[config.mk]
export PLATFORM = sky130hd
export DESIGN_NAME = display_pixel_to_rgb888_unit
export DESIGN_NICKNAME = d
export VERILOG_FILES = /design/src/sv/dpx_pkg.sv /design/src/sv/display_pixel_to_rgb888_unit.sv
export SDC_FILE = /design/constraint.sdc
export NUM_CORES = 1
export LEC_CHECK = 0
export ABC_AREA = 1
export BUFFER_PORTS_ARGS = -buffer_cell sky130_fd_sc_hd__buf_2
export CELL_PAD_IN_SITES_DETAIL_PLACEMENT = 1
export CELL_PAD_IN_SITES_GLOBAL_PLACEMENT = 1
export CORE_UTILIZATION = 47
export CTS_BUF_LIST = sky130_fd_sc_hd__clkbuf_8
export DETAILED_ROUTE_END_ITERATION = 6
export HOLD_SLACK_MARGIN = 0.02
export PLACE_DENSITY_LB_ADDON = 0.1
export REMOVE_ABC_BUFFERS = 1
export SLEW_MARGIN = 25
export SYNTH_ARGS = -nofsm -noshare
export SYNTH_HDL_FRONTEND = slang
export SYNTH_SLANG_ARGS = --single-unit
[constraint.sdc]
create_clock -name clk -period 10.06 [get_ports clk]
set_clock_uncertainty 0.1 [all_clocks]
set_input_delay 2.012 -clock clk [delete_from_list [all_inputs] [get_ports clk]]
set_output_delay 2.012 -clock clk [all_outputs]
set_load 0.1 [all_outputs]
[src/sv/dpx_pkg.sv]
// shared types, format codes and pixel conversion functions for the pixel converter
package dpx_pkg;

  // frame format register codes
  localparam logic [1:0] FMT_RGB888  = 2'd0;
  localparam logic [1:0] FMT_RGB565  = 2'd1;
  localparam logic [1:0] FMT_FLOAT   = 2'd2;
  localparam logic [1:0] FMT_UNSUPP  = 2'd3;

  // ieee single fields
  localparam logic [7:0] EXP_ALL_ONES = 8'hFF;
  localparam logic [7:0] EXP_ONE      = 8'd127;
  localparam logic [7:0] EXP_HALF     = 8'd126;
  // exponents below this give a zero channel; the smallest exponent that can round up to one is 118
  localparam logic [7:0] EXP_MIN_LUMA = 8'd110;

  typedef logic [7:0] chan_t;

  typedef struct packed {
    chan_t blue;
    chan_t green;
    chan_t red;
  } rgb_t;

  // 5-bit channel to 8 bits by copying the high bits into the low bits
  function automatic chan_t widen5(input logic [4:0] c);
    return {c, c[4:2]};
  endfunction

  // 6-bit channel to 8 bits
  function automatic chan_t widen6(input logic [5:0] c);
    return {c, c[5:4]};
  endfunction

  // floor(clamp(v,0,1) * 255 + 1/2) from the bits of an ieee single
  function automatic chan_t luma_from_float(input logic [31:0] bits);
    logic        sign;
    logic [7:0]  expo;
    logic [22:0] frac;
    logic [31:0] prod;
    logic [7:0]  down_shift;
    logic [8:0]  trunc;
    logic [9:0]  rounded;
    chan_t       res;
    sign = bits[31];
    expo = bits[30:23];
    frac = bits[22:0];
    // mantissa times 255 as a shift and subtract, always below 2^32
    prod = {1'b1, frac, 8'd0} - {8'd0, 1'b1, frac};
    down_shift = EXP_HALF - expo;
    // keep one bit below the rounding point, then add a half and drop it
    trunc = prod[31:23] >> down_shift[4:0];
    rounded = {1'b0, trunc} + 10'd1;
    if (expo == EXP_ALL_ONES && frac != '0) begin
      res = '0;
    end else if (sign) begin
      res = '0;
    end else if (expo >= EXP_ONE) begin
      res = 8'hFF;
    end else if (expo < EXP_MIN_LUMA) begin
      res = '0;
    end else begin
      res = rounded[8:1];
    end
    return res;
  endfunction

endpackage

[src/sv/display_pixel_to_rgb888_unit.sv]
// top level: display pixel word to rgb888 converter with input and result registers
//
// Converts one raw display pixel word per clock into a 24-bit RGB pixel, as
// chosen by the frame format register: rgb888 pass-through, rgb565 widened by
// bit replication, or a float luminance clamped to [0,1], scaled by 255 and
// rounded half up, sent to all three channels. The unsupported format raises
// tuser and gives zero channels. A word passes through an input register, then
// the result register, and one word is taken every clock while the output
// side keeps tready high. The format register may be written only while no
// word is in flight.
module display_pixel_to_rgb888_unit
  import dpx_pkg::*;
(
  input  logic        clk,
  input  logic        rst,
  // configuration
  input  logic        cfg_wr_en,
  input  logic [1:0]  cfg_wr_data,   // frame_format
  // input words
  input  logic        s_axis_tvalid,
  output logic        s_axis_tready,
  input  logic [31:0] s_axis_tdata,  // pixel_word
  input  logic        s_axis_tlast,  // last_pixel
  // result words
  output logic        m_axis_tvalid,
  input  logic        m_axis_tready,
  output logic [23:0] m_axis_tdata,  // red [7:0], green [15:8], blue [23:16]
  output logic        m_axis_tuser,  // bad_format
  output logic        m_axis_tlast   // last_out
);

  logic [1:0]  frame_format;
  logic        in_valid;
  logic [31:0] in_word;
  logic        in_last;
  logic        out_adv;
  logic        in_adv;
  rgb_t        rgb_next;
  logic        bad_next;

  // format register
  always_ff @(posedge clk) begin
    if (rst) begin
      frame_format <= FMT_RGB888;
    end else if (cfg_wr_en) begin
      frame_format <= cfg_wr_data;
    end
  end

  // stage handshakes
  assign out_adv       = !m_axis_tvalid || m_axis_tready;
  assign in_adv        = !in_valid || out_adv;
  assign s_axis_tready = in_adv;

  // input register
  always_ff @(posedge clk) begin
    if (rst) begin
      in_valid <= 1'b0;
    end else if (in_adv) begin
      in_valid <= s_axis_tvalid;
    end
  end

  always_ff @(posedge clk) begin
    if (in_adv && s_axis_tvalid) begin
      in_word <= s_axis_tdata;
      in_last <= s_axis_tlast;
    end
  end

  // format conversion
  always_comb begin
    rgb_next = '0;
    bad_next = 1'b0;
    case (frame_format)
      FMT_RGB888: begin
        rgb_next.red   = in_word[7:0];
        rgb_next.green = in_word[15:8];
        rgb_next.blue  = in_word[23:16];
      end
      FMT_RGB565: begin
        rgb_next.red   = widen5(in_word[15:11]);
        rgb_next.green = widen6(in_word[10:5]);
        rgb_next.blue  = widen5(in_word[4:0]);
      end
      FMT_FLOAT: begin
        rgb_next.red   = luma_from_float(in_word);
        rgb_next.green = rgb_next.red;
        rgb_next.blue  = rgb_next.red;
      end
      default: begin
        bad_next = 1'b1;
      end
    endcase
  end

  // result register
  always_ff @(posedge clk) begin
    if (rst) begin
      m_axis_tvalid <= 1'b0;
    end else if (out_adv) begin
      m_axis_tvalid <= in_valid;
    end
  end

  always_ff @(posedge clk) begin
    if (out_adv && in_valid) begin
      m_axis_tdata <= rgb_next;
      m_axis_tuser <= bad_next;
      m_axis_tlast <= in_last;
    end
  end

endmodule

==> results of run 1 <==
[power breakdown]
part	leakage (nW)	total (W)	internal, W	switching [W]
logic	1.88	0.000203	0.0000515	0.000152
clock network	0.108	0.000229	0.000126	0.000103
registers	0.602	0.000322	0.000307	0.0000155
total	2.59	0.000754	0.000484	0.000270
[routing by layer]
metal,up-vias,GRT usage,routed length (um)
li1,2168,-,-
met1,2101,0.363,6220
met2,123,0.544,7220
met3,34,0.0576,653
met4,0,0.125,422
met5,-,0,0
[cell families after synthesis]
group	count (synthesis)	synth area share
adder cells (fa/ha/maj)	17	0.0461
buffers and inverters	116	0.0969
XOR/XNOR	3	0.00570
flip-flops	63	0.402
AND/OR/NAND/NOR	403	0.405
AO/OA/AOI/OAI	30	0.0450
[Yosys cell counts (all sizes together)]
cell type | count | area, um^2
edfxtp | 59 | 1770
ha | 17 | 213
clkinv | 1 | 3.75
o21ai | 8 | 40.0
dfxtp | 4 | 80.1
or2 | 1 | 8.76
o211ai | 6 | 45.0
a211oi | 1 | 7.51
buf | 3 | 22.5
xor2 | 2 | 17.5
nand2 | 239 | 952
o311ai | 1 | 8.76
nand4 | 6 | 52.6
nand3 | 80 | 460
clkbuf | 3 | 11.3
nor4 | 2 | 12.5
o22ai | 3 | 18.8
a311oi | 1 | 26.3
a21oi | 10 | 61.3
nor2 | 71 | 348
inv | 109 | 409
nand3b | 1 | 7.51
nor3 | 3 | 25.0
xnor2 | 1 | 8.76
[worst max path at each step]
| stage | from | endpoint | slack [ns] | depth (start not counted) |
|---|---|---|---|---|
| 6_report | m_axis_tready | s_axis_tready | 5.20 | 4 |
| 5_1_grt | m_axis_tready | s_axis_tready | 5.19 | 4 |
| 4_1_cts | m_axis_tready | s_axis_tready | 5.21 | 4 |
| 3_5_place_dp | m_axis_tready | s_axis_tready | 5.21 | 4 |
| 3_3_place_gp | m_axis_tready | s_axis_tready | 5.28 | 4 |
| 2_1_floorplan | m_axis_tready | s_axis_tready | 5.11 | 2 |
[flip-flops by register name (all words and copies together), names as in the netlist]
| signal | count |
|---|---|
| m_axis_tlast | 1 |
| frame_format | 2 |
| m_axis_tdata | 24 |
| m_axis_tuser | 1 |
| m_axis_tvalid | 1 |
| in_word | 32 |
| in_last | 1 |
| in_valid | 1 |
[critical path: stages]
cell and delay, ns:
buf_2 0.08, inv_1 0.07, nand3_1 0.13, buf_2 0.45
[stage by stage]
stage | hold WS, ns | setup slack, ns
global route | 0.334 | 5.19
finish | 0.331 | 5.20
global placement | 0.321 | 5.28
detailed placement | 0.317 | 5.21
CTS | 0.333 | 5.21
floorplan | 0.300 | 5.11
[cell type report]
type / instances / area share
clock inverter: 5 / 0.00945
clock buffer: 11 / 0.0286
timing repair buffer: 69 / 0.0662
tap: 129 / 0.0305
multi-input combinational: 453 / 0.438
inverter: 110 / 0.0780
sequential: 63 / 0.350
==> flow_summary.json, run 1 <==
{
  "final_area_mm2": 0.00530,
  "row_count": 35,
  "clkTransAtPathRegs_ns": 0.07,
  "ys_types": 37,
  "grt_pass1_vias": 4692,
  "ant_nets": 0,
  "finalNetCount": 763,
  "dr.pass1.iters": 4,
  "tritoncts": "yes",
  "min_path_type": "reg -> reg",
  "clockRootBuffer": "clkbuf_8",
  "crit_arrival_ns": 2.74,
  "dp_hpwl_um": 11700,
  "hold_buffers": 0,
  "worst-endpoint-required_ns": 7.95,
  "worstSetupEndpointType": "primary output",
  "rsz0062_at_grt": "false",
  "nFillCells": 1264,
  "synth_area_per_cell_um2": 7.30,
  "finalSetupViolCount": 0,
  "grt_start_max_net_pins": 34,
  "leakagePower_nw": 2.59,
  "h-tree-depth": 3,
  "drc_errors": 0,
  "die_h_um": 101,
  "finalCriticalPeriod_ns": 4.86,
  "routed_wl_um": 14500,
  "cp-start-kind": "input port",
  "path_class": "in -> out",
  "num_vias": 4426,
  "cts_resized": 0,
  "cts_setup_buffers": 0,
  "final_core_util": 0.565,
  "boundaryPins": 68,
  "hold_end": "m_axis_tlast",
  "seqCellArea_mm2": 0.00185,
  "ys_seq_area_frac": 0.402,
  "r2r-end": "m_axis_tdata[8]",
  "initial_utilization": 0.492,
  "synth_area_mm2": 0.00461,
  "layout_commonest_cell": "nand2_1",
  "grt-ovfl-total": 0,
  "finalHoldViolCount": 0,
  "tightest_slew_ns": 0.762,
  "port_buffers": 67,
  "area_growth_syn_to_layout_pct": 14.8,
  "finalSetupTns_ns": 0,
  "mostFrequentLayoutCells": "223 x nand2_1, 103 x inv_1, 68 x nand3_1",
  "drive_gt1_frac": 0.195,
  "cp_max_fo": 3,
  "fp.dieW_um": 101,
  "rrSetupSlack_ns": 5.95,
  "whs_path_depth": 0,
  "grt_pass1_wl_um": 23300,
  "slew_headroom": 0.490,
  "synth_seq_cells": 63,
  "die_area_mm2": 0.0102,
  "outcome": "completed",
  "final_cells": 840,
  "ys_warn_count": 0,
  "multi_input_area_mm2": 0.00232,
  "slew_violations": 0,
  "viasPerCell": 5.27,
  "antenna_cells": 0,
  "fin_crit_sh": 0.483,
  "drtIter0Drc": 146,
  "antenna_found_initial": 0,
  "p_total_w": 0.000754,
  "rr_startpoint": "in_word[15]",
  "dp_cells": 824,
  "peakVddDrop_v": 0.000109,
  "cap_violations": 0,
  "cts_sinks": 63,
  "core_region_area_mm2": 0.00937,
  "grt_usage": 0.307,
  "routabilityCongestion": 0.877,
  "reg2reg_depth": 18,
  "clk_latency_ns": 0.35,
  "netlist_instances": 632,
  "holdCritStartpoint": "in_last",
  "cts_buffers": 9,
  "clockBufferDepth": 2,
  "power_density_mw_per_mm2": 142,
  "fmax_ghz": 0.206,
  "post_dp_cell_area_mm2": 0.00509,
  "wl_per_cell_um": 17.3
}
(Power assumes the default switching activity.)
==> run 2, diff against run 1 <==
--- a/config.mk
+++ b/config.mk
@@ -9,7 +9,7 @@
 export BUFFER_PORTS_ARGS = -buffer_cell sky130_fd_sc_hd__buf_2
 export CELL_PAD_IN_SITES_DETAIL_PLACEMENT = 1
 export CELL_PAD_IN_SITES_GLOBAL_PLACEMENT = 1
-export CORE_UTILIZATION = 47
+export CORE_UTILIZATION = 43
 export CTS_BUF_LIST = sky130_fd_sc_hd__clkbuf_8
 export DETAILED_ROUTE_END_ITERATION = 6
 export HOLD_SLACK_MARGIN = 0.02
==> constraint.sdc (replaced) <==
create_clock -name clk -period 4.52 [get_ports clk]
set_clock_uncertainty 0.1 [all_clocks]
set_input_delay 0.904 -clock clk [delete_from_list [all_inputs] [get_ports clk]]
set_output_delay 0.904 -clock clk [all_outputs]
set_load 0.1 [all_outputs]
==> flow_summary.json, run 2 (synthesis results as in run 1) <==
{
  "outcome": "completed",
  "cts_setup_buffers": 0,
  "dp_hpwl_um": 11800,
  "drc_errors": 0,
  "finalSetupTns_ns": 0,
  "grt_pass1_vias": 4455,
  "finalHoldViolCount": 0,
  "clockBufferDepth": 2,
  "min_path_type": "reg -> reg",
  "final_area_mm2": 0.00531,
  "use_met1": 0.345,
  "initial_utilization": 0.445,
  "cts_resized": 0,
  "mostFrequentLayoutCells": "223 x nand2_1, 101 x inv_1, 68 x nand3_1",
  "num_vias": 4395,
  "peakVddDrop_v": 0.000196,
  "top_usage_layer": "met2",
  "hold_buffers": 0,
  "layout_commonest_cell": "nand2_1",
  "p_total_w": 0.00166,
  "largest_registers": "in_word: 32 flops, m_axis_tdata: 24 flops, frame_format: 2 flops",
  "p_seq_frac": 0.430,
  "largest_reg_flops": 32,
  "routed_wl_um": 14200,
  "place_ws_ns": 0.704,
  "finalSetupViolCount": 0,
  "final_cells": 848,
  "rsz0062_at_grt": "false",
  "viasPerCell": 5.18,
  "leakagePower_nw": 2.58,
  "antenna_found_initial": 0,
  "finalCriticalPeriod_ns": 3.87,
  "pwr-share-clk": 0.295,
  "clockRootBuffer": "clkbuf_8",
  "worstSetupEndpointType": "flip-flop",
  "grt_start_max_net_pins": 27,
  "drtIter0Drc": 184,
  "finalNetCount": 764,
  "post_dp_cell_area_mm2": 0.00511,
  "grt-ovfl-total": 0,
  "cp-start-kind": "flip-flop",
  "port_buffers": 67,
  "regMostFlops": "in_word",
  "slew_violations": 0,
  "layout_setup_ws_ns": 0.650,
  "boundaryPins": 68,
  "grt_usage": 0.272,
  "die_h_um": 106,
  "clkTransAtPathRegs_ns": 0.07,
  "row_count": 37,
  "net-switching-power_w": 0.000607,
  "dr.pass1.iters": 4,
  "area_growth_syn_to_layout_pct": 15.1,
  "drive_gt1_frac": 0.198,
  "switching_share": 0.366,
  "antenna_cells": 0,
  "clk_latency_ns": 0.35,
  "fmax_ghz": 0.258,
  "fin_crit_sh": 0.856,
  "power_density_mw_per_mm2": 313,
  "grt_use_met2": 0.460,
  "cp_max_fo": 5,
  "cap_violations": 0,
  "tightest_slew_ns": 0.994,
  "slew_headroom": 0.335,
  "fp.dieW_um": 106,
  "ant_nets": 0,
  "cts_sinks": 63,
  "cts_buffers": 9,
  "tritoncts": "yes",
  "die_area_mm2": 0.0111,
  "path_class": "reg -> reg",
  "h-tree-depth": 3,
  "crit_arrival_ns": 3.87,
  "grtUsageMet3": 0.0464,
  "routabilityCongestion": 0.930,
  "wl_per_cell_um": 16.8,
  "worst-endpoint-required_ns": 4.52,
  "p_int_w": 0.00105,
  "core_region_area_mm2": 0.0104,
  "grt_pass1_wl_um": 22800,
  "dp_cells": 832,
  "p_comb_frac": 0.275
}
## run 2: cell count changes in the layout (fill, tap and decap cells not counted), sizes merged
cell	change
clkinv	+3
clkbuf	-2
buf	+1
inv	-1
## run 2: per-stage QoR
step | utilization | hold slack (ns)
CTS | 0.512 | 0.344
floorplan | - | 0.300
detailed placement | 0.493 | 0.313
global route | 0.512 | 0.355
global placement | 0.493 | 0.322
finish | 0.512 | 0.340
## run 2: worst paths after layout
path / from / to / slack, ns / depth (start not counted)
max: in_word[13] / m_axis_tdata[15] / 0.65 / 20
min: in_last / m_axis_tlast / 0.34 / 0
max reg2reg: in_word[13] / m_axis_tdata[15] / 0.65 / 20
min reg2reg: in_last / m_axis_tlast / 0.34 / 0
## run 2: worst max-delay path, cell delays in order (launching register included)
cell and delay [ns]:
edfxtp_1 0.56, ha_1 0.41, nand2_1 0.12, inv_2 0.04, nand2_1 0.12, inv_2 0.05
a21oi_1 0.29, nand4_1 0.22, nand3_1 0.17, nand3_1 0.11, nand3_1 0.13, nand2_2 0.07
nor2_4 0.11, ha_1 0.20, nand4_1 0.15, nor2_1 0.22, nand3b_1 0.10, nand3_1 0.14
nand2_1 0.08, nand2_1 0.14, nand2_1 0.08
## run 2: cell type report
type | instances | area (um^2)
flip-flops and latches | 63 | 1850
clock inverters | 7 | 72.6
repair buffers | 70 | 358
multi-input cells | 453 | 2320
fillers | 1367 | 5060
inverters | 110 | 413
well taps | 136 | 170
clock buffers | 9 | 124
## run 2: power by group through the flow
stage	registers, W	clock network (W)	logic [W]
after floorplan	0.000820	0	0.000235
after CTS	0.000713	0.000506	0.000457
after detailed placement	0.000726	0	0.000454
after global placement	0.000724	0	0.000441
after global routing	0.000717	0.000521	0.000499
final	0.000714	0.000490	0.000456
## run 2: layer usage
layer  vias to the layer above  part of all wire
met3                        29             0.040
met4                         0             0.027
met2                       119              0.48
met5                         -                 0
met1                      2082              0.46
li1                       2165                 -
==> run 3, diff against run 2 <==
--- a/config.mk
+++ b/config.mk
@@ -6,7 +6,7 @@
 export NUM_CORES = 1
 export LEC_CHECK = 0
 export ABC_AREA = 1
-export BUFFER_PORTS_ARGS = -buffer_cell sky130_fd_sc_hd__buf_2
+export BUFFER_PORTS_ARGS = -buffer_cell sky130_fd_sc_hd__clkbuf_2
 export CELL_PAD_IN_SITES_DETAIL_PLACEMENT = 1
 export CELL_PAD_IN_SITES_GLOBAL_PLACEMENT = 1
 export CORE_UTILIZATION = 43
==> flow_summary.json, run 3 (synthesis results as in run 1) <==
{
  "die_area_mm2": 0.0111,
  "tightest_slew_ns": 0.945,
  "drtIter0Drc": 150,
  "h-tree-depth": 3,
  "grt_usage": 0.275,
  "clkTransAtPathRegs_ns": 0.09,
  "routed_wl_um": 14400,
  "cts_setup_buffers": 0,
  "path_buf_inv": 2,
  "drive_gt1_frac": 0.201,
  "slowest_delay_ns": 0.64,
  "power_density_mw_per_mm2": 326,
  "timing.hold.ws_ns": 0.327,
  "viasPerCell": 5.14,
  "drc_errors": 0,
  "cts_resized": 0,
  "core_region_area_mm2": 0.0104,
  "boundaryPins": 68,
  "crit_family": "compound AO/OA/AOI/OAI gates",
  "routabilityCongestion": 0.933,
  "crit_chain": "ha_1, nand2_1, inv_2, nand2_1, inv_2, a21oi_1, nand4_1, nand3_1, nand3_1, nand3_1, nand2_2, nor2_4, ha_1, o311ai_0, o211ai_1",
  "cap_violations": 0,
  "die_h_um": 106,
  "clockRootBuffer": "clkbuf_8",
  "finalNetCount": 764,
  "initial_utilization": 0.445,
  "final_core_util": 0.515,
  "fin_crit_sh": 0.861,
  "area_growth_syn_to_layout_pct": 15.8,
  "wl_per_cell_um": 17.0,
  "finalHoldViolCount": 0,
  "fp.dieW_um": 106,
  "grt_pass1_wl_um": 23100,
  "dr.pass1.iters": 4,
  "ant_nets": 0,
  "finalCriticalPeriod_ns": 3.89,
  "row_count": 37,
  "cp_common_cell": "nand3_1",
  "largest_registers": "in_word: 32 flops, m_axis_tdata: 24 flops, frame_format: 2 flops",
  "cts_sinks": 63,
  "worstSetupEndpointType": "flip-flop",
  "critical_path.slowest_cell": "o311ai_0",
  "finalSetupViolCount": 0,
  "grt-ovfl-total": 0,
  "worst-endpoint-required_ns": 4.49,
  "num_vias": 4361,
  "clockBufferDepth": 2,
  "layout_commonest_cell": "nand2_1",
  "slew_headroom": 0.370,
  "antenna_found_initial": 0,
  "cp-start-kind": "flip-flop",
  "cts_buffers": 9,
  "cp_max_fo": 5,
  "hold_buffers": 0,
  "dp_cells": 832,
  "tritoncts": "yes",
  "finalSetupTns_ns": 0,
  "post_dp_cell_area_mm2": 0.00511,
  "peakVddDrop_v": 0.000203,
  "crit_arrival_ns": 3.86,
  "min_path_type": "reg -> reg",
  "rsz0062_at_grt": "false",
  "regMostFlops": "in_word",
  "path_class": "reg -> reg",
  "final_cells": 848,
  "largest_reg_flops": 32,
  "leakagePower_nw": 2.61,
  "outcome": "completed",
  "antenna_cells": 0,
  "port_buffers": 67,
  "grt_pass1_vias": 4542,
  "clk_latency_ns": 0.36,
  "dp_hpwl_um": 11900,
  "grt_start_max_net_pins": 27,
  "final_area_mm2": 0.00534,
  "slew_violations": 0,
  "fmax_ghz": 0.257,
  "mostFrequentLayoutCells": "223 x nand2_1, 101 x inv_1, 68 x nand3_1"
}
[run 3: final cells by class]
type	instances	area (um^2)
inverter	110	413
tap	136	170
clock inverter	7	103
sequential	63	1850
fill	1363	5030
timing repair buffer	70	358
clock buffer	9	124
multi-input combinational	453	2320
[run 3: stage by stage]
step           power [W]  setup slack [ns]
2_1_floorplan    0.00105              1.24
3_3_place_gp     0.00117             0.816
3_5_place_dp     0.00118             0.727
4_1_cts          0.00175             0.703
5_1_grt          0.00181             0.325
6_report         0.00174             0.628
[run 3: report_power, final]
| part | switching (W) | leakage (nW) | internal (W) |
|---|---|---|---|
| Clock | 0.000252 | 0.111 | 0.000317 |
| Combinational | 0.000343 | 1.90 | 0.000115 |
| Sequential | 0.0000313 | 0.602 | 0.000682 |
[run 3: layer usage]
metal	part of all wire	GRT usage	up-vias	wire length, um
met5	0	0	-	0
met4	0.026	0.0942	0	377
met3	0.037	0.0489	31	539
met2	0.48	0.475	100	6930
met1	0.46	0.347	2062	6550
li1	-	-	2168	-
[run 3: worst register-to-register path: stages (launching register included)]
cell	delay, ns
edfxtp_1	0.56
ha_1	0.41
nand2_1	0.12
inv_2	0.05
nand2_1	0.11
inv_2	0.05
a21oi_1	0.29
nand4_1	0.22
nand3_1	0.18
nand3_1	0.13
nand3_1	0.13
nand2_2	0.07
nor2_4	0.12
ha_1	0.24
o311ai_0	0.64
o211ai_1	0.21
[run 3: path summary, 6_finish.rpt]
kind	slack, ns	to	startpoint	cells after the start
worst max-delay path	0.63	m_axis_tdata[8]	in_word[13]	15
worst min-delay path	0.33	m_axis_tlast	in_last	0
worst max register to register	0.63	m_axis_tdata[8]	in_word[13]	15
worst min register to register	0.33	m_axis_tlast	in_last	0
